==> config.mk <==
export PLATFORM = sky130hd
export DESIGN_NAME = tmi_seq
export DESIGN_NICKNAME = d
export VERILOG_FILES = /design/src/sv/tmi_pkg.sv /design/src/sv/tmi_seq.sv
export SDC_FILE = /design/constraint.sdc
export NUM_CORES = 1
export LEC_CHECK = 0
export BUFFER_PORTS_ARGS = -buffer_cell sky130_fd_sc_hd__buf_2
export CAP_MARGIN = 10
export CORE_MARGIN = 1.5
export CORE_UTILIZATION = 45
export CTS_CLUSTER_DIAMETER = 50
export CTS_CLUSTER_SIZE = 30
export DETAILED_ROUTE_END_ITERATION = 8
export PLACE_DENSITY = 0.69
export SLEW_MARGIN = 30
export SYNTH_ARGS = -nofsm -noshare
export SYNTH_HDL_FRONTEND = slang
export SYNTH_SLANG_ARGS = --single-unit
==> constraint.sdc <==
create_clock -name clk -period 10.5 [get_ports clk]
set_input_delay 1.05 -clock clk [delete_from_list [all_inputs] [get_ports clk]]
set_output_delay 1.05 -clock clk [all_outputs]
set_load 0.02 [all_outputs]
==> src/sv/tmi_pkg.sv <==
package tmi_pkg;

	// storage sizes
	localparam int TAPE_DEPTH    = 65536;
	localparam int PROGRAM_DEPTH = 4096;

	// tape address, tape fill count, program address, program counter / length
	localparam int TA_W = $clog2(TAPE_DEPTH);
	localparam int TC_W = $clog2(TAPE_DEPTH + 1);
	localparam int PA_W = $clog2(PROGRAM_DEPTH);
	localparam int PC_W = $clog2(PROGRAM_DEPTH + 1);

	// command characters
	localparam logic [7:0] CH_RIGHT = 8'h3E; // '>'
	localparam logic [7:0] CH_LEFT  = 8'h3C; // '<'
	localparam logic [7:0] CH_INC   = 8'h2B; // '+'
	localparam logic [7:0] CH_DEC   = 8'h2D; // '-'
	localparam logic [7:0] CH_OUT   = 8'h2E; // '.'
	localparam logic [7:0] CH_IN    = 8'h2C; // ','
	localparam logic [7:0] CH_OPEN  = 8'h5B; // '['
	localparam logic [7:0] CH_CLOSE = 8'h5D; // ']'

	typedef enum logic [1:0] {
		ACT_LOAD    = 2'd0,
		ACT_STEP    = 2'd1,
		ACT_RESTART = 2'd2,
		ACT_ERASE   = 2'd3
	} action_t;

	typedef enum logic [2:0] {
		ST_OK      = 3'd0,
		ST_HALT    = 3'd1,
		ST_UNDER   = 3'd2,
		ST_OVER    = 3'd3,
		ST_BRACKET = 3'd4,
		ST_FULL    = 3'd5
	} status_t;

	// result of one beat, handed from the sequencer to the output register
	typedef struct packed {
		logic [7:0] out_byte;
		logic       out_valid;
		status_t    status;
	} res_t;

endpackage

==> src/sv/tmi_seq.sv <==
module tmi_seq (
	input  logic                      clk,
	input  logic                      arst_n,
	input  logic                      cmd_valid,
	output logic                      cmd_ready,
	input  logic [1:0]                cmd_action,
	input  logic [7:0]                cmd_data,
	output tmi_pkg::res_t             res,
	output logic                      res_pending,
	input  logic                      res_take,
	output logic                      prog_we,
	output logic [tmi_pkg::PA_W-1:0]  prog_waddr,
	output logic [7:0]                prog_wdata,
	output logic [tmi_pkg::PA_W-1:0]  prog_raddr,
	input  logic [7:0]                prog_rdata,
	output logic                      tape_we,
	output logic [tmi_pkg::TA_W-1:0]  tape_addr,
	output logic [7:0]                tape_wdata,
	input  logic [7:0]                tape_rdata
);

	import tmi_pkg::*;

	typedef enum logic [2:0] {
		S_IDLE,
		S_EXEC,
		S_SCAN_RD,
		S_SCAN_CHK,
		S_RESP
	} state_t;

	localparam logic [PC_W-1:0] PROG_FULL = PC_W'(PROGRAM_DEPTH);
	localparam logic [TA_W-1:0] CP_LAST   = TA_W'(TAPE_DEPTH - 1);

	state_t            state_q;
	logic [PC_W-1:0]   len_q;
	logic [PC_W-1:0]   pc_q;
	logic [TA_W-1:0]   cp_q;
	logic [TC_W-1:0]   fill_q;
	status_t           fault_q;
	logic [7:0]        byte_q;
	logic              fwd_q;
	logic [PA_W-1:0]   idx_q;
	logic [PC_W-1:0]   level_q;
	res_t              res_q;

	action_t           act;
	logic              cell_live;
	logic [7:0]        cell_val;
	logic              cp_at_fill;
	logic [PC_W-1:0]   idx_step;
	logic              scan_off_end;
	logic [PC_W-1:0]   level_nxt;

	assign act = action_t'(cmd_action);

	// cells at or above the fill count were never reached since restart: read as zero
	assign cell_live  = {1'b0, cp_q} < fill_q;
	assign cell_val   = cell_live ? tape_rdata : 8'h00;
	assign cp_at_fill = {1'b0, cp_q} == fill_q;

	// scan unit: one index step and one level step per character
	assign idx_step     = fwd_q ? ({1'b0, idx_q} + PC_W'(1)) : ({1'b0, idx_q} - PC_W'(1));
	assign scan_off_end = fwd_q ? (idx_step >= len_q) : (idx_q == '0);

	always_comb begin
		level_nxt = level_q;
		if (prog_rdata == CH_OPEN) begin
			level_nxt = fwd_q ? (level_q + PC_W'(1)) : (level_q - PC_W'(1));
		end else if (prog_rdata == CH_CLOSE) begin
			level_nxt = fwd_q ? (level_q - PC_W'(1)) : (level_q + PC_W'(1));
		end
	end

	assign cmd_ready   = (state_q == S_IDLE);
	assign res_pending = (state_q == S_RESP);
	assign res         = res_q;

	// program store ports
	assign prog_we    = (state_q == S_IDLE) && cmd_valid && (act == ACT_LOAD) &&
	                    (len_q < PROG_FULL);
	assign prog_waddr = len_q[PA_W-1:0];
	assign prog_wdata = cmd_data;
	assign prog_raddr = (state_q == S_SCAN_RD) ? idx_step[PA_W-1:0] : pc_q[PA_W-1:0];

	// tape port: read in idle, read-modify-write in exec
	// a '>' off the fill edge zeroes that cell so the fill count never falls behind the pointer
	assign tape_addr = cp_q;
	assign tape_we   = (state_q == S_EXEC) &&
	                   ((prog_rdata == CH_INC) || (prog_rdata == CH_DEC) ||
	                    (prog_rdata == CH_IN) ||
	                    ((prog_rdata == CH_RIGHT) && cp_at_fill));

	always_comb begin
		case (prog_rdata)
			CH_INC:  tape_wdata = cell_val + 8'd1;
			CH_DEC:  tape_wdata = cell_val - 8'd1;
			CH_IN:   tape_wdata = byte_q;
			default: tape_wdata = cell_val;
		endcase
	end

	always_ff @(posedge clk or negedge arst_n) begin
		if (!arst_n) begin
			state_q         <= S_IDLE;
			len_q           <= '0;
			pc_q            <= '0;
			cp_q            <= '0;
			fill_q          <= '0;
			fault_q         <= ST_OK;
			byte_q          <= '0;
			fwd_q           <= 1'b0;
			idx_q           <= '0;
			level_q         <= '0;
			res_q.out_valid <= 1'b0;
			res_q.out_byte  <= '0;
			res_q.status    <= ST_OK;
		end else begin
			unique case (state_q)
				S_IDLE: begin
					if (cmd_valid) begin
						byte_q          <= cmd_data;
						res_q.out_valid <= 1'b0;
						res_q.out_byte  <= '0;
						res_q.status    <= ST_OK;
						state_q         <= S_RESP;
						unique case (act)
							ACT_LOAD: begin
								if (len_q < PROG_FULL) begin
									len_q        <= len_q + PC_W'(1);
									res_q.status <= fault_q;
								end else if (fault_q == ST_OK) begin
									fault_q      <= ST_FULL;
									res_q.status <= ST_FULL;
								end else begin
									res_q.status <= fault_q;
								end
							end
							ACT_STEP: begin
								if (fault_q != ST_OK) begin
									res_q.status <= fault_q;
								end else if (pc_q >= len_q) begin
									res_q.status <= ST_HALT;
								end else begin
									state_q <= S_EXEC;
								end
							end
							ACT_RESTART: begin
								fill_q  <= '0;
								cp_q    <= '0;
								pc_q    <= '0;
								fault_q <= ST_OK;
							end
							ACT_ERASE: begin
								len_q   <= '0;
								pc_q    <= '0;
								fault_q <= ST_OK;
							end
							default: begin
							end
						endcase
					end
				end
				S_EXEC: begin
					state_q <= S_RESP;
					unique case (prog_rdata)
						CH_RIGHT: begin
							if (cp_q == CP_LAST) begin
								fault_q      <= ST_OVER;
								res_q.status <= ST_OVER;
							end else begin
								if (cp_at_fill) begin
									fill_q <= fill_q + TC_W'(1);
								end
								cp_q <= cp_q + TA_W'(1);
								pc_q <= pc_q + PC_W'(1);
							end
						end
						CH_LEFT: begin
							if (cp_q == '0) begin
								fault_q      <= ST_UNDER;
								res_q.status <= ST_UNDER;
							end else begin
								cp_q <= cp_q - TA_W'(1);
								pc_q <= pc_q + PC_W'(1);
							end
						end
						CH_INC, CH_DEC, CH_IN: begin
							if (cp_at_fill) begin
								fill_q <= fill_q + TC_W'(1);
							end
							pc_q <= pc_q + PC_W'(1);
						end
						CH_OUT: begin
							res_q.out_byte  <= cell_val;
							res_q.out_valid <= 1'b1;
							pc_q            <= pc_q + PC_W'(1);
						end
						CH_OPEN: begin
							if (cell_val == 8'h00) begin
								fwd_q   <= 1'b1;
								idx_q   <= pc_q[PA_W-1:0];
								level_q <= PC_W'(1);
								state_q <= S_SCAN_RD;
							end else begin
								pc_q <= pc_q + PC_W'(1);
							end
						end
						CH_CLOSE: begin
							if (cell_val != 8'h00) begin
								fwd_q   <= 1'b0;
								idx_q   <= pc_q[PA_W-1:0];
								level_q <= PC_W'(1);
								state_q <= S_SCAN_RD;
							end else begin
								pc_q <= pc_q + PC_W'(1);
							end
						end
						default: begin
							pc_q <= pc_q + PC_W'(1);
						end
					endcase
				end
				S_SCAN_RD: begin
					if (scan_off_end) begin
						fault_q      <= ST_BRACKET;
						res_q.status <= ST_BRACKET;
						state_q      <= S_RESP;
					end else begin
						idx_q   <= idx_step[PA_W-1:0];
						state_q <= S_SCAN_CHK;
					end
				end
				S_SCAN_CHK: begin
					if (level_nxt == '0) begin
						pc_q    <= {1'b0, idx_q} + PC_W'(1);
						state_q <= S_RESP;
					end else begin
						level_q <= level_nxt;
						state_q <= S_SCAN_RD;
					end
				end
				S_RESP: begin
					if (res_take) begin
						state_q <= S_IDLE;
					end
				end
				default: begin
					state_q <= S_IDLE;
				end
			endcase
		end
	end

`ifndef SYNTHESIS
	a_cp_within_fill: assert property (@(posedge clk) disable iff (!arst_n)
		{1'b0, cp_q} <= fill_q)
		else $error("cell pointer beyond tape fill count");

	a_pc_within_len: assert property (@(posedge clk) disable iff (!arst_n)
		pc_q <= len_q)
		else $error("program counter beyond program length");

	a_scan_level: assert property (@(posedge clk) disable iff (!arst_n)
		(state_q == S_SCAN_RD || state_q == S_SCAN_CHK) |-> (level_q != '0))
		else $error("bracket scan running with zero nesting level");

	a_fault_sticky: assert property (@(posedge clk) disable iff (!arst_n)
		(state_q == S_IDLE && cmd_valid && act == ACT_STEP && fault_q != ST_OK)
		|=> (state_q == S_RESP && res_q.status == $past(fault_q) &&
		     pc_q == $past(pc_q) && cp_q == $past(cp_q)))
		else $error("step under a standing fault changed machine state");
`endif

endmodule

==> summary.txt <==
Outcome
  • Outcome: completed

Routing
  • Wire per inst: roughly 18 microns
  • Post-route ant nets: 0
  • Vias after detailed routing: 8,339
  • Detailed Route Iter0 Violations: approximately 610
  • # DRC: 0
  • Drt pass-1 iters: 5
  • Vias per std cell: between 5 and 6
  • Total wire length: 25,000 microns

Global route
  • GRT Util Overall: 0.237
  • First-pass GRT wire length: 41,000 microns
  • Initial antenna violation count: 0
  • Gr ovfl total: 0
  • Vias in the first global route: a little under 8,000
  • Pin count of the biggest net entering global routing: 68

Layout
  • Area taken by multi-input logic gates: approximately 5800 sq um
  • Share of layout cells above drive strength 1: 0.155
  • Most frequent cells in the layout: dfrtp_1 (110), buf_2 (100), nand2_1 (91)
  • Fill count: 1,895
  • Synthesis-to-layout area growth: 9.70%
  • Nets@finish: ~1,200
  • Antenna diode count: 0
  • Area occupied by registers: ~2800 sq um
  • Commonest non-fill, non-tap cell in the layout: dfrtp_1

Synth
  • Synth Flop Type: dfrtp_1
  • Post-synthesis xor/xnor area fraction: 0.0652
  • Synth Cell Area: just over 9000 sq um
  • Syn Area/Cell: about 8.5 sq um
  • Synth cell types: 84
  • Post-synth EDFFs: 0
  • Largest family of logic cells by synthesized area: simple AND/OR/NAND/NOR gates
  • Synth Area in Compound Gates: 0.195
  • Synth Instances: 1,078
  • Adder-cell share of the synthesized area: 0.100
  • FF+latch count, synth: approximately 110
  • Register area share after synthesis: 0.304
  • Async set or reset register ratio after synthesis: 1.00
  • Synth warn: 0
  • Synth Area in Simple Gates: 0.235
  • Net Count, Synth: 1,180
  • Mux cell area share after synthesis: 0.0363

Place
  • DP Wirelength: 18,800 microns
  • Post-Place Setup Slack: between 5000 and 6000 ps
  • Port Buf Inserts: 101
  • Final Wtd Congestion: between 0.9 and 1

CTS
  • Root Buffer: clkbuf_16
  • Htree depth: 3
  • Number of setup buffers added after CTS: 0
  • Clk buf depth: 2
  • Sinks on Clock Net: 111
  • CTS tree: built
  • Hold-fix buffers, CTS: 0
  • Clk_lat worst skew: 370 ps
  • Reg clk slew, reported paths: 70 ps
  • TritonCTS Buffers: 9
  • CTS resizes: 0

Power and ir drop
  • Static leakage: 4.60 nW
  • Net Sw Power: just under 0.001 W
  • Power per cell area: ~210 nW/um^2
  • Sequential power share: 0.281
  • Sw Ratio: 0.446
  • Logic pwr share: 0.535
  • Maximum vdd drop: ~0.19 mV
  • Clock share of power: 0.184
  • Internal power: approximately 0.0012 W

Timing
  • Final max-slew violation count: 0
  • Setup tns final: 0 ps
  • Fmax: around 180 MHz
  • RSZ-0062 raised after global routing: no
  • Post-route worst setup slack: 4870 ps
  • Tmin final: 5630 ps
  • Fin crit share: 0.536
  • Fin Clk Skew: ~12 ps
  • Rel. slew slack: 0.346
  • Endpoints failing setup: 0
  • Final hold violation count: 0
  • Worst-Margin Slew: between 900 and 1000 ps

Worst setup path
  • Critical path startpoint category: flop
  • Crit path kind: flop to output pin
  • Crit-path max FO: 10
  • CP max stage delay: roughly 660 ps
  • Crit-path leading delay family: compound AO/OA/AOI/OAI gates
  • R2R cell count: 16
  • CP endpoint kind: output pin
  • Worst EP required: 9450 ps
  • Worst path arrival time: approximately 4600 ps
  • Most Frequent Cell on Critical Path: a21o_1
  • Worst path bufs/invs: 1
  • Critical-path cell list: ha_1 > a21o_1 > a21o_1 > a211o_1 > a22oi_1 > and2_0 > nand2_1 > fa_1 > nor2b_1 > o21ai_0 > nand2b_1 > a21o_1 > a21oi_1 > xor2_1 > o21ai_0 > buf_2
  • R2R setup slack: slightly below 6000 ps
  • CP Depth: 16
  • Critical path's slowest cell: a22oi_1

Flow run
  • Max-cap violations: 0

Die
  • Cell Rows: 51
  • Die height: 146 microns
  • Initial core utilization: 0.464
  • Die area: ~21,000 sq um
  • Top-Level Pins: between 100 and 150
  • Core box area: between 15,000 and 20,000 sq um
  • Die W: between 100 and 150 microns

Hold path
  • Hold depth: 1
  • Hold Crit Class: flop to flop
==> final timing paths <==
path | start | end
worst max-delay path | tape_addr[6]$_DFFE_PN0P_ | tape_wdata[6]
worst min-delay path | res[3]$_DFFE_PN0P_ | res[3]$_DFFE_PN0P_
worst max register to register | idx_q[2]$_DFFE_PN0P_ | idx_q[2]$_DFFE_PN0P_
worst min register to register | res[3]$_DFFE_PN0P_ | res[3]$_DFFE_PN0P_
max in group asynchronous | arst_n | state_q[1]$_DFFE_PN0P_
min in group asynchronous | arst_n | byte_q[6]$_DFFE_PN0P_
==> cells by family (layout without fill, tap and decap cells) <==
group	after synthesis	count (layout)
xor gates and xnor gates	68	68
DFF	111	111
buffers and inverters	127	181
adders and majority gates	72	72
muxes	30	30
and+or+nand+nor	412	412
AOI/OAI and AO/OA	258	258
==> Yosys cell counts, drive strengths merged, types with 6 or more instances <==
cell	n	share of area
xnor2	55	0.053
a21o	25	0.021
buf	34	0.026
nor4	24	0.020
clkbuf	39	0.016
dfrtp	111	0.30
o21ai	61	0.033
inv	54	0.022
o22ai	8	0.0055
mux2	25	0.031
and2	9	0.0062
o211ai	9	0.0089
ha	70	0.096
a22o	8	0.0077
nor2	90	0.037
a21oi	46	0.025
nand4	30	0.021
or2	6	0.0041
nor3b	7	0.0057
or3	13	0.0089
nand2b	12	0.0082
nand2	91	0.037
nor3	33	0.018
a221o	7	0.0077
a31oi	12	0.0082
a22oi	12	0.0099
o31ai	8	0.0066
and3	25	0.017
xor2	13	0.012
nor2b	9	0.0062
nand3	40	0.022
==> final cells by class <==
cell class | count | share of cell area
Multi-Input combinational cell | 840 | 0.577
Sequential cell | 111 | 0.277
Timing Repair Buffer | 111 | 0.0585
Tap cell | 265 | 0.0331
Clock buffer | 12 | 0.0266
Inverter | 54 | 0.0202
Clock inverter | 4 | 0.00761
==> power groups by stage <==
stage | clock network [W] | registers [W] | logic, W
after global routing | 0.000416 | 0.000619 | 0.00130
after global placement | 0 | 0.000608 | 0.00112
after detailed placement | 0 | 0.000610 | 0.00114
after CTS | 0.000405 | 0.000602 | 0.00115
after floorplan | 0 | 0.000554 | 0.000914
final | 0.000397 | 0.000604 | 0.00115
==> state kept, by name, summed over array words and instances, names as in the netlist <==
signal and cells:
len_q 13, tape_addr 16, fill_q 17, res 12, pc_q 13, state_q 3, level_q 13, idx_q 12
byte_q 8, fault_q 3, fwd_q 1
==> through the flow <==
step	total power (W)	cells	instance area, sq um	hold slack, ps	utilization
6_report	0.00215	1397	10000	496	0.509
5_1_grt	0.00233	1397	10000	524	0.509
4_1_cts	0.00215	1397	10000	501	0.508
3_5_place_dp	0.00175	1381	9680	483	0.491
3_3_place_gp	0.00172	1381	9680	472	0.491
2_1_floorplan	0.00147	1078	9140	479	-
==> metal layers <==
metal  up-vias  track usage  part of all wire
li1       4029            -                 -
met1      4034        0.306              0.44
met2       241        0.408              0.49
met3        35       0.0389             0.048
met4         0       0.0668             0.018
met5         -            0                 0
(Power assumes the default switching activity.)
