### src/sv/tmi_ram.sv
module tmi_ram #(
	parameter int DEPTH = 16,
	parameter int WIDTH = 8
) (
	input  logic                     clk,
	input  logic                     we,
	input  logic [$clog2(DEPTH)-1:0] waddr,
	input  logic [WIDTH-1:0]         wdata,
	input  logic [$clog2(DEPTH)-1:0] raddr,
	output logic [WIDTH-1:0]         rdata
);

	logic [WIDTH-1:0] mem [DEPTH];

	always_ff @(posedge clk) begin
		if (we) begin
			mem[waddr] <= wdata;
		end
		rdata <= mem[raddr];
	end

endmodule

### config.mk
export PLATFORM = sky130hd
export DESIGN_NAME = tmi_ram
export DESIGN_NICKNAME = d
export VERILOG_FILES = /design/src/sv/tmi_ram.sv
export SDC_FILE = /design/constraint.sdc
export NUM_CORES = 1
export LEC_CHECK = 0
export CAP_MARGIN = 40
export CORE_MARGIN = 2
export CORE_UTILIZATION = 56
export CTS_CLUSTER_SIZE = 20
export DETAILED_ROUTE_END_ITERATION = 8
export DONT_BUFFER_PORTS = 1
export PLACE_DENSITY = 0.81
export SLEW_MARGIN = 10
export SYNTH_ARGS = -nofsm -noshare
export SYNTH_HDL_FRONTEND = slang
export SYNTH_SLANG_ARGS = --single-unit
### constraint.sdc
create_clock -name clk -period 1.6 [get_ports clk]
set_clock_uncertainty 0.1 [all_clocks]
set_input_delay 0.08 -clock clk [delete_from_list [all_inputs] [get_ports clk]]
set_output_delay 0.08 -clock clk [all_outputs]
set_load 0.005 [all_outputs]
==> impl_metrics.ini, run 1 <==
[clocking]
tritoncts_clock_tree = built
post_cts_resized = 0
cts_buffers = 17
clock-sinks = 136
later_pin_clock_latency_in_the_skew_report_ns = 0.52
number_of_buffers_added_to_fix_hold_violations_after_cts = 13
h_tree_depth_reported_by_cts = 4
clock_path_buffers = 2
ctsRootBufferMaster = sky130_fd_sc_hd__clkbuf_8
path_clk_slew_ns = 0.06
post_cts_buffers = 0

[power_and_ir_drop]
power.static_leakage_nw = 2.044
ir_worst_vdd_mv = 0.7923
p_per_area_nw_per_um2 = 1333
report.power.total_mw = 8.111

[job]
max_cap_violations = 0

[global_routing]
grt_use_total_pct = 22.57
grt_first_pass_wirelength_um = 15350
grt_pass1_vias = 2611
grt_antenna_before_repair = 0
grt_start_max_net_pins = 33
global_route.overflow_total = 0

[placed_design]
dpl.hpwl_um = 5786
portBuffers = 0
place.gp.congestion = 0.8035

[drt]
detailed_route_via_count = 2472
wl_um = 10120
antenna_violating_nets_post_route = 0
detailedRoute.firstPassIterationCount = 4
avgRoutedWirePerCell_um = 25.75
route.detailed.drc = 0
drt-vias-per-instance = 6.290
first_iter_violations = 248

[worst_setup_path]
worst_ep_arrival_time_ns = 1.69
timing.critical_path.from_type = input port
timing.critical_path.cells = dlygate4sd3_1 -> nand3b_1 -> dlygate4sd3_1 -> nor3_1 -> buf_4
end_kind = register
worst_path_slowest_cell = sky130_fd_sc_hd__dlygate4sd3_1
critical_path_fanout_max = 4
worst_ep_required_time_ns = 1.73
crit_path_frequent_cell = sky130_fd_sc_hd__dlygate4sd3_1
max_stage_delay_ns = 0.61
timing_worst_setup_path_type = in2reg

[hold_path]
hold_path.class = in2reg

[floorplanning]
design.core.area_um2 = 8806
starting_density_of_the_core_pct = 58.45
die_area_um2 = 9975
die_h_um = 99.88
die-width_um = 99.88
rows = 34
io_pins = 26

[finish]
antennaDiodeCount = 0
design.final.nets = 290
layout-drive-gt1-share_pct = 24.91
area_growth_syn_to_layout_pct = 18.18

[synth]
synth_area_per_cell_um2 = 22.48
syn_area_um2 = 5147
register_bit_count_reported_by_yosys = 136
synthCells = 229
netlist-cell-type-count = 19
synth-warning-count = 0
mappedNetlistNets = 247
seq_area_frac_synth_pct = 77.78

[sta]
rsz0062_at_grt = false
maxSlewViolCount = 0
totalNegativeSetupSlack_ns = 0
max_slew.worst_pin.slew_ns = 0.5822
setup-violations-final = 0
finalHoldViolCount = 8
min_period_over_period_pct = 97.30
min_period_ns = 1.557
achievable-frequency_mhz = 642.4
max-slew-margin-rel_pct = 61.06
whs_ns = -0.1888

[status]
status = complete, but fails checks
failing_checks = negative hold slack
-- cell type report --
type	count	area, µm²
fill	527	2723
clock inverter	14	156.4
sequential	136	4004
timing repair buffer	34	297.8
tap	108	135.1
clock buffer	18	427.9
multi-input combinational	83	1062
-- flip-flops by register name (all words and copies together), names as in the netlist --
name   count
mem      128
rdata      8
-- logic make-up (layout without fill, tap and decap cells) --
logic type	Yosys count	in the layout	synth area share (%)
AOI/OAI and AO/OA	16	16	2.334
buffers and inverters	10	66	1.677
DFF	136	136	77.78
muxes	32	32	15.02
and+or+nand+nor	35	35	3.184
-- cell usage in the layout, fill, tap and decap left out, types with 2 or more instances in the layout --
master and count:
sky130_fd_sc_hd__dlygate4sd3_1 12, sky130_fd_sc_hd__mux4_2 18, sky130_fd_sc_hd__nor3_1 3, sky130_fd_sc_hd__buf_4 21
sky130_fd_sc_hd__nor2_1 13, sky130_fd_sc_hd__clkinv_1 3, sky130_fd_sc_hd__clkinvlp_4 3, sky130_fd_sc_hd__clkbuf_8 2
sky130_fd_sc_hd__nand3b_1 2, sky130_fd_sc_hd__bufinv_16 3, sky130_fd_sc_hd__a22oi_1 16, sky130_fd_sc_hd__dfxtp_1 8
sky130_fd_sc_hd__mux4_1 14, sky130_fd_sc_hd__nand2_1 9, sky130_fd_sc_hd__clkbuf_16 16, sky130_fd_sc_hd__clkinv_4 2
sky130_fd_sc_hd__clkinv_2 3, sky130_fd_sc_hd__edfxtp_1 128, sky130_fd_sc_hd__nand2b_1 2
-- final timing paths --
path	start	cells past startpoint	slack, ns	to
worst max-delay path	waddr[2]	5	0.04	mem[4][7]$_DFFE_PP_
worst min-delay path	raddr[0]	3	-0.19	rdata[3]$_DFF_P_
worst max register to register	mem[5][0]$_DFFE_PP_	3	0.16	rdata[0]$_DFF_P_
worst min register to register	mem[15][3]$_DFFE_PP_	3	0.57	rdata[3]$_DFF_P_
-- metrics by stage --
step	std cells	instance area (µm²)	hold WS, ns	util, %	setup slack [ns]
after floorplan	229	5152	0.07887	-	0.1539
after global placement	348	5359	0.07956	60.86	0.2232
after detailed placement	348	5359	0.07946	60.86	0.1878
after CTS	393	6083	-0.2204	69.08	0.07170
after global routing	393	6083	-0.1732	69.08	0.02231
final	393	6083	-0.1888	69.08	0.04327
-- power by group --
part	internal, mW	total, mW	leakage [nW]	switching, mW
combinational	0.150	0.319	0.541	0.169
clock	2.39	3.77	0.279	1.38
sequential	3.99	4.02	1.22	0.0324
-- synthesized netlist by cell type --
master,count,area [µm²]
sky130_fd_sc_hd__buf_4,1,7.510
sky130_fd_sc_hd__nor2_1,13,48.80
sky130_fd_sc_hd__buf_6,3,33.78
sky130_fd_sc_hd__nor2b_1,1,6.260
sky130_fd_sc_hd__clkdlybuf4s25_2,3,30.03
sky130_fd_sc_hd__and2_1,1,6.260
sky130_fd_sc_hd__nand3b_1,2,15.01
sky130_fd_sc_hd__a22oi_1,16,120.1
sky130_fd_sc_hd__dfxtp_1,8,160.2
sky130_fd_sc_hd__and2b_1,1,7.510
sky130_fd_sc_hd__nand2_1,9,33.78
sky130_fd_sc_hd__nand3_1,1,5.000
sky130_fd_sc_hd__or3b_2,1,8.760
sky130_fd_sc_hd__nand2b_1,2,12.51
sky130_fd_sc_hd__edfxtp_1,128,3844
sky130_fd_sc_hd__mux4_2,18,405.4
sky130_fd_sc_hd__buf_2,3,15.01
sky130_fd_sc_hd__mux4_1,14,367.9
sky130_fd_sc_hd__nor3_1,4,20.02
-- layer usage --
metal / track usage [%] / wire, µm
met5: 0 / 0
met4: 10.33 / 230
met3: 5.919 / 864
met2: 34.82 / 4929
met1: 30.89 / 4094
-- critical path: cells and delay by family --
kind / cells / cell delay (ns)
buf+inv: 3 / 1.32
simple gates: 2 / 0.29
Power figures use the tool's default switching activity.
==> run 2, diff against run 1 <==
--- a/config.mk
+++ b/config.mk
@@ -11,7 +11,7 @@
 export CTS_CLUSTER_SIZE = 20
 export DETAILED_ROUTE_END_ITERATION = 8
 export DONT_BUFFER_PORTS = 1
-export PLACE_DENSITY = 0.81
+export PLACE_DENSITY = 0.73
 export SLEW_MARGIN = 10
 export SYNTH_ARGS = -nofsm -noshare
 export SYNTH_HDL_FRONTEND = slang
==> run 2 against run 1 <==
The run still ends with negative hold slack left. Routed wire length decreased by 2.4%. Power increased by 3.6%. Clock power increased by 8.0%. Sequential share of layout area shrank 0.36 points. Sequential power hardly changed. First-iteration DRC count shrank 13%. Cell area rose by 0.56%. Critical path type unchanged. Highest routed layer unchanged.
==> impl_metrics.ini, run 2 (synthesized netlist as in run 1, its figures left out) <==
[status]
status = complete, but fails checks
failing_checks = negative hold slack

[job]
max_cap_violations = 0

[clocking]
ctsRootBufferMaster = sky130_fd_sc_hd__clkbuf_8
post_cts_buffers = 0
tritoncts_clock_tree = built
path_clk_slew_ns = 0.06
clock-sinks = 136
clock_path_buffers = 2
cts_buffers = 17
later_pin_clock_latency_in_the_skew_report_ns = 0.52
number_of_buffers_added_to_fix_hold_violations_after_cts = 14
h_tree_depth_reported_by_cts = 4

[power_and_ir_drop]
power.static_leakage_nw = 2.060
share_comb_of_total_power_pct = 3.8
pwr-share-clk_pct = 48.4
internal_power_mw = 6.814
ir_worst_vdd_mv = 0.8041
p_per_area_nw_per_um2 = 1374
power_frac_seq_pct = 47.8
net_switching_power_mw = 1.591
switching_share_pct = 18.93

[floorplanning]
starting_density_of_the_core_pct = 58.45
die_h_um = 99.88
design.core.area_um2 = 8806
io_pins = 26
rows = 34
die_area_um2 = 9975
die-width_um = 99.88

[worst_setup_path]
worst_ep_required_time_ns = 1.72
crit_path_start = waddr[1]
setup.reg_to_reg.worst_slack_ns = 0.08
timing_worst_setup_path_type = in2reg
end_kind = register
end_point_of_the_critical_path = mem[0][4]$_DFFE_PP_
timing.critical_path.from_type = input port
worst_ep_arrival_time_ns = 1.68
regToRegEndpoint = rdata[1]$_DFF_P_
reg2reg_launch_point = mem[2][1]$_DFFE_PP_
critical_path_fanout_max = 8
rr_worst_depth = 3

[finish]
largest_register = mem
mostFrequentLayoutCells = sky130_fd_sc_hd__edfxtp_1 (128), sky130_fd_sc_hd__buf_4 (19), sky130_fd_sc_hd__mux4_2 (18), sky130_fd_sc_hd__a22oi_1 (16), sky130_fd_sc_hd__clkbuf_16 (16)
biggestRegsByFlops = mem x128, rdata x8
layout-drive-gt1-share_pct = 23.94
antennaDiodeCount = 0
design.final.nets = 289
most_frequent_standard_cell_in_the_layout_excluding_fill_and_tap_cells = sky130_fd_sc_hd__edfxtp_1
num-fill-cells = 535
finalNonFillerCells = 392
area_growth_syn_to_layout_pct = 18.84
flip_flop_count_of_the_largest_register_after_layout = 128

[sta]
totalNegativeSetupSlack_ns = 0
maxSlewViolCount = 0
setup-violations-final = 0
whs_ns = -0.1849
min_period_ns = 1.559
max_slew.worst_pin.slew_ns = 0.6085
max-slew-margin-rel_pct = 59.30
min_period_over_period_pct = 97.47
finalHoldViolCount = 8
rsz0062_at_grt = false
achievable-frequency_mhz = 641.3

[drt]
detailed_route_via_count = 2467
detailedRoute.firstPassIterationCount = 5
wl_um = 9878
route.detailed.drc = 0
avgRoutedWirePerCell_um = 25.20
drt-vias-per-instance = 6.293
antenna_violating_nets_post_route = 0
first_iter_violations = 217

[hold_path]
hold_path.class = in2reg

[global_routing]
grt_use_total_pct = 21.98
grt_first_pass_wirelength_um = 15240
globalRoute.busiestLayer = met2
grt_antenna_before_repair = 0
grt_use_met2_pct = 33.16
grtUsageMet3_pct = 5.641
grt_start_max_net_pins = 33
globalRouteMet1Util_pct = 31.58
global_route.overflow_total = 0
grt_pass1_vias = 2567

[placed_design]
portBuffers = 0
placed_cells = 346
place.gp.congestion = 0.7035
dpl.hpwl_um = 5848
==> run 2: worst min-delay path by stage <==
stage,cells after the start,from,slack (ns),end
final,3,raddr[0],-0.18,rdata[5]$_DFF_P_
after global routing,3,raddr[0],-0.18,rdata[2]$_DFF_P_
after CTS,3,raddr[0],-0.22,rdata[5]$_DFF_P_
after detailed placement,0,wdata[0],0.08,mem[10][0]$_DFFE_PP_
after global placement,0,wdata[7],0.08,mem[4][7]$_DFFE_PP_
after floorplan,0,wdata[0],0.08,mem[0][0]$_DFFE_PP_
==> run 2: cell type report <==
cell class / instances / area, µm² / share of cell area (%)
clock buffer: 19 / 421.7 / 6.893
timing repair buffer: 33 / 292.8 / 4.786
multi-input combinational: 83 / 1062 / 17.37
clock inverter: 13 / 201.4 / 3.293
sequential: 136 / 4004 / 65.45
tap: 108 / 135.1 / 2.209
==> run 2: metrics by stage <==
stage | power [mW] | area, µm² | setup WS, ns | util, %
floorplan | 4.278 | 5152 | 0.1539 | -
global route | 8.632 | 6117 | 0.005433 | 69.47
finish | 8.405 | 6117 | 0.04055 | 69.47
global placement | 4.304 | 5344 | 0.1456 | 60.68
detailed placement | 4.313 | 5344 | 0.1411 | 60.68
CTS | 8.450 | 6117 | 0.08619 | 69.47
==> run 2: repair_timing <==
action,CTS,global route
endpoints found under the hold margin,214,8
resized for setup,0,0
setup endpoints to repair,0,0
==> run 2: power groups by stage <==
stage          clock (mW)  combinational (mW)  sequential (mW)
2_1_floorplan           0               0.202             4.08
3_5_place_dp            0               0.222             4.09
5_1_grt              4.27               0.342             4.02
6_report             4.07               0.317             4.02
3_3_place_gp            0               0.218             4.09
4_1_cts              4.11               0.318             4.02
==> run 2: critical path: stages <==
cell and delay (ns):
sky130_fd_sc_hd__dlygate4sd3_1 0.65, sky130_fd_sc_hd__nor3_2 0.19, sky130_fd_sc_hd__dlygate4sd3_1 0.57, sky130_fd_sc_hd__buf_4 0.18
==> run 2: metal layers <==
metal / routed length [µm] / part of all wire, % / up-vias
li1: - / - / 1063
met5: 0 / 0 / -
met2: 4790 / 48 / 84
met3: 518 / 5.2 / 9
met4: 94 / 0.95 / 0
met1: 4474 / 45 / 1311
==> run 3, diff against run 2 <==
--- a/config.mk
+++ b/config.mk
@@ -5,12 +5,12 @@
 export SDC_FILE = /design/constraint.sdc
 export NUM_CORES = 1
 export LEC_CHECK = 0
+export BUFFER_PORTS_ARGS = -buffer_cell sky130_fd_sc_hd__buf_2
 export CAP_MARGIN = 40
 export CORE_MARGIN = 2
-export CORE_UTILIZATION = 56
+export CORE_UTILIZATION = 54
 export CTS_CLUSTER_SIZE = 20
 export DETAILED_ROUTE_END_ITERATION = 8
-export DONT_BUFFER_PORTS = 1
 export PLACE_DENSITY = 0.73
 export SLEW_MARGIN = 10
 export SYNTH_ARGS = -nofsm -noshare
==> run 3 against run 2 <==
Via count increased by 1.9%. The flow now finishes without violations. First-iteration DRC count shrank 6.0%. Flip-flop and latch count did not move. Clock power down 2%. Largest cell class unchanged. Global-route usage down 0.63 points. Combinational power rose by 24%. Critical endpoint is now rdata[6]$_DFF_P_. Sequential power about the same. Highest routed layer unchanged. Power decreased by 0.38%. Critical path depth decreased by 1.
==> impl_metrics.ini, run 3 (synthesized netlist as in run 1, its figures left out) <==
[clocking]
h_tree_depth_reported_by_cts = 4
tritoncts_clock_tree = built
post_cts_buffers = 0
clock-sinks = 136
later_pin_clock_latency_in_the_skew_report_ns = 0.52
ctsRootBufferMaster = sky130_fd_sc_hd__clkbuf_8
post_cts_resized = 0
cts_buffers = 17
clock_path_buffers = 2
number_of_buffers_added_to_fix_hold_violations_after_cts = 8
path_clk_slew_ns = 0.06

[job]
max_cap_violations = 0

[finish]
flip_flop_count_of_the_largest_register_after_layout = 128
largest_register = mem
layout-drive-gt1-share_pct = 32.35
most_frequent_standard_cell_in_the_layout_excluding_fill_and_tap_cells = sky130_fd_sc_hd__edfxtp_1
postLayoutCellArea_um2 = 6254
antennaDiodeCount = 0
biggestRegsByFlops = mem x128, rdata x8
finalNonFillerCells = 435
mostFrequentLayoutCells = sky130_fd_sc_hd__edfxtp_1 (128), sky130_fd_sc_hd__buf_2 (25), sky130_fd_sc_hd__buf_4 (20), sky130_fd_sc_hd__mux4_2 (18)
area_growth_syn_to_layout_pct = 21.49
design.final.nets = 312

[worst_setup_path]
timing.critical_path.from_type = register
regToRegEndpoint = rdata[6]$_DFF_P_
timing_worst_setup_path_type = reg2reg
critical_path_fanout_max = 1
rr_worst_depth = 3
worst_path_slowest_cell = sky130_fd_sc_hd__mux4_2
timing.critical_path.cells = mux4_2 -> a22oi_1 -> nand2_1
setup.reg_to_reg.worst_slack_ns = 0.11
end_point_of_the_critical_path = rdata[6]$_DFF_P_
max_stage_delay_ns = 0.49
worst_ep_required_time_ns = 1.89
end_kind = register
worst_ep_arrival_time_ns = 1.78
reg2reg_launch_point = mem[15][6]$_DFFE_PP_
crit_path_start = mem[15][6]$_DFFE_PP_

[floorplanning]
design.core.area_um2 = 9240
starting_density_of_the_core_pct = 55.71
io_pins = 26
die_h_um = 101.6
rows = 35
die_area_um2 = 10330
die-width_um = 101.6

[drt]
drt-vias-per-instance = 5.782
avgRoutedWirePerCell_um = 22.97
detailed_route_via_count = 2515
antenna_violating_nets_post_route = 0
first_iter_violations = 204
route.detailed.drc = 0
wl_um = 9992
detailedRoute.firstPassIterationCount = 4

[global_routing]
grt_first_pass_wirelength_um = 14940
grt_use_total_pct = 21.35
grt_antenna_before_repair = 0
grt_pass1_vias = 2551
global_route.overflow_total = 0
grt_start_max_net_pins = 17

[sta]
rsz0062_at_grt = false
achievable-frequency_mhz = 672.1
setup-violations-final = 0
min_period_ns = 1.488
max-slew-margin-rel_pct = 53.33
finalHoldViolCount = 0
maxSlewViolCount = 0
max_slew.worst_pin.slew_ns = 0.6974
min_period_over_period_pct = 92.99

[placed_design]
portBuffers = 25
placed_cells = 396
dpl.hpwl_um = 5888
place.gp.congestion = 0.7382
placed_area_um2 = 5563

[power_and_ir_drop]
power.static_leakage_nw = 2.166
ir_worst_vdd_mv = 0.7870
report.power.total_mw = 8.373
p_per_area_nw_per_um2 = 1339

[hold_path]
min_from = waddr[0]
hold_path.class = in2reg

[status]
status = completed
==> run 3: power by group <==
group / internal [mW] / leakage [nW] / switching [mW]
clock: 2.54 / 0.303 / 1.43
sequential: 3.98 / 1.22 / 0.0271
combinational: 0.183 / 0.639 / 0.210
==> run 3: worst min-delay path by stage <==
stage                                endpoint  slack, ns  cells after the start
final                     mem[0][6]$_DFFE_PP_       0.02                      3
after CTS                 mem[0][0]$_DFFE_PP_      0.005                      3
after global placement               rdata[1]       0.36                      1
after floorplan           mem[0][0]$_DFFE_PP_       0.08                      0
after global routing      mem[0][0]$_DFFE_PP_       0.02                      3
after detailed placement             rdata[1]       0.36                      1
==> run 3: final cells by class <==
type | instances | area, µm²
Sequential cell | 136 | 4004
Fill cell | 562 | 2987
Multi-Input combinational cell | 83 | 1062
Timing Repair Buffer | 56 | 415.4
Clock buffer | 17 | 414.1
Clock inverter | 14 | 196.4
Tap cell | 129 | 161.4
==> run 3: worst max-delay path: cells and delay by family, from the launching register on <==
kind               cells  cell delay, ns
muxes                  1            0.49
DFF                    1            0.40
AOI/OAI and AO/OA      1            0.27
and+or+nand+nor        1            0.10
==> run 3: routing by layer <==
layer	routed length, µm	up-vias	global-route usage (%)
li1	-	1105	-
met1	3810	1286	27.13
met2	5312	108	35.32
met3	658	16	5.590
met4	211	0	8.836
met5	0	-	0
==> run 3: metrics by stage <==
| step | TNS, ns | worst slack, ns | hold WS [ns] | util, % |
|---|---|---|---|---|
| after detailed placement | -0.04586 | -0.04514 | 0.3582 | 60.20 |
| after global routing | 0 | 0.05048 | 0.01511 | 67.68 |
| after global placement | 0 | 0.004413 | 0.3632 | 60.20 |
| after CTS | 0 | 0.09310 | 0.004786 | 67.68 |
| final | 0 | 0.1122 | 0.02129 | 67.68 |
| after floorplan | 0 | 0.1539 | 0.07887 | - |
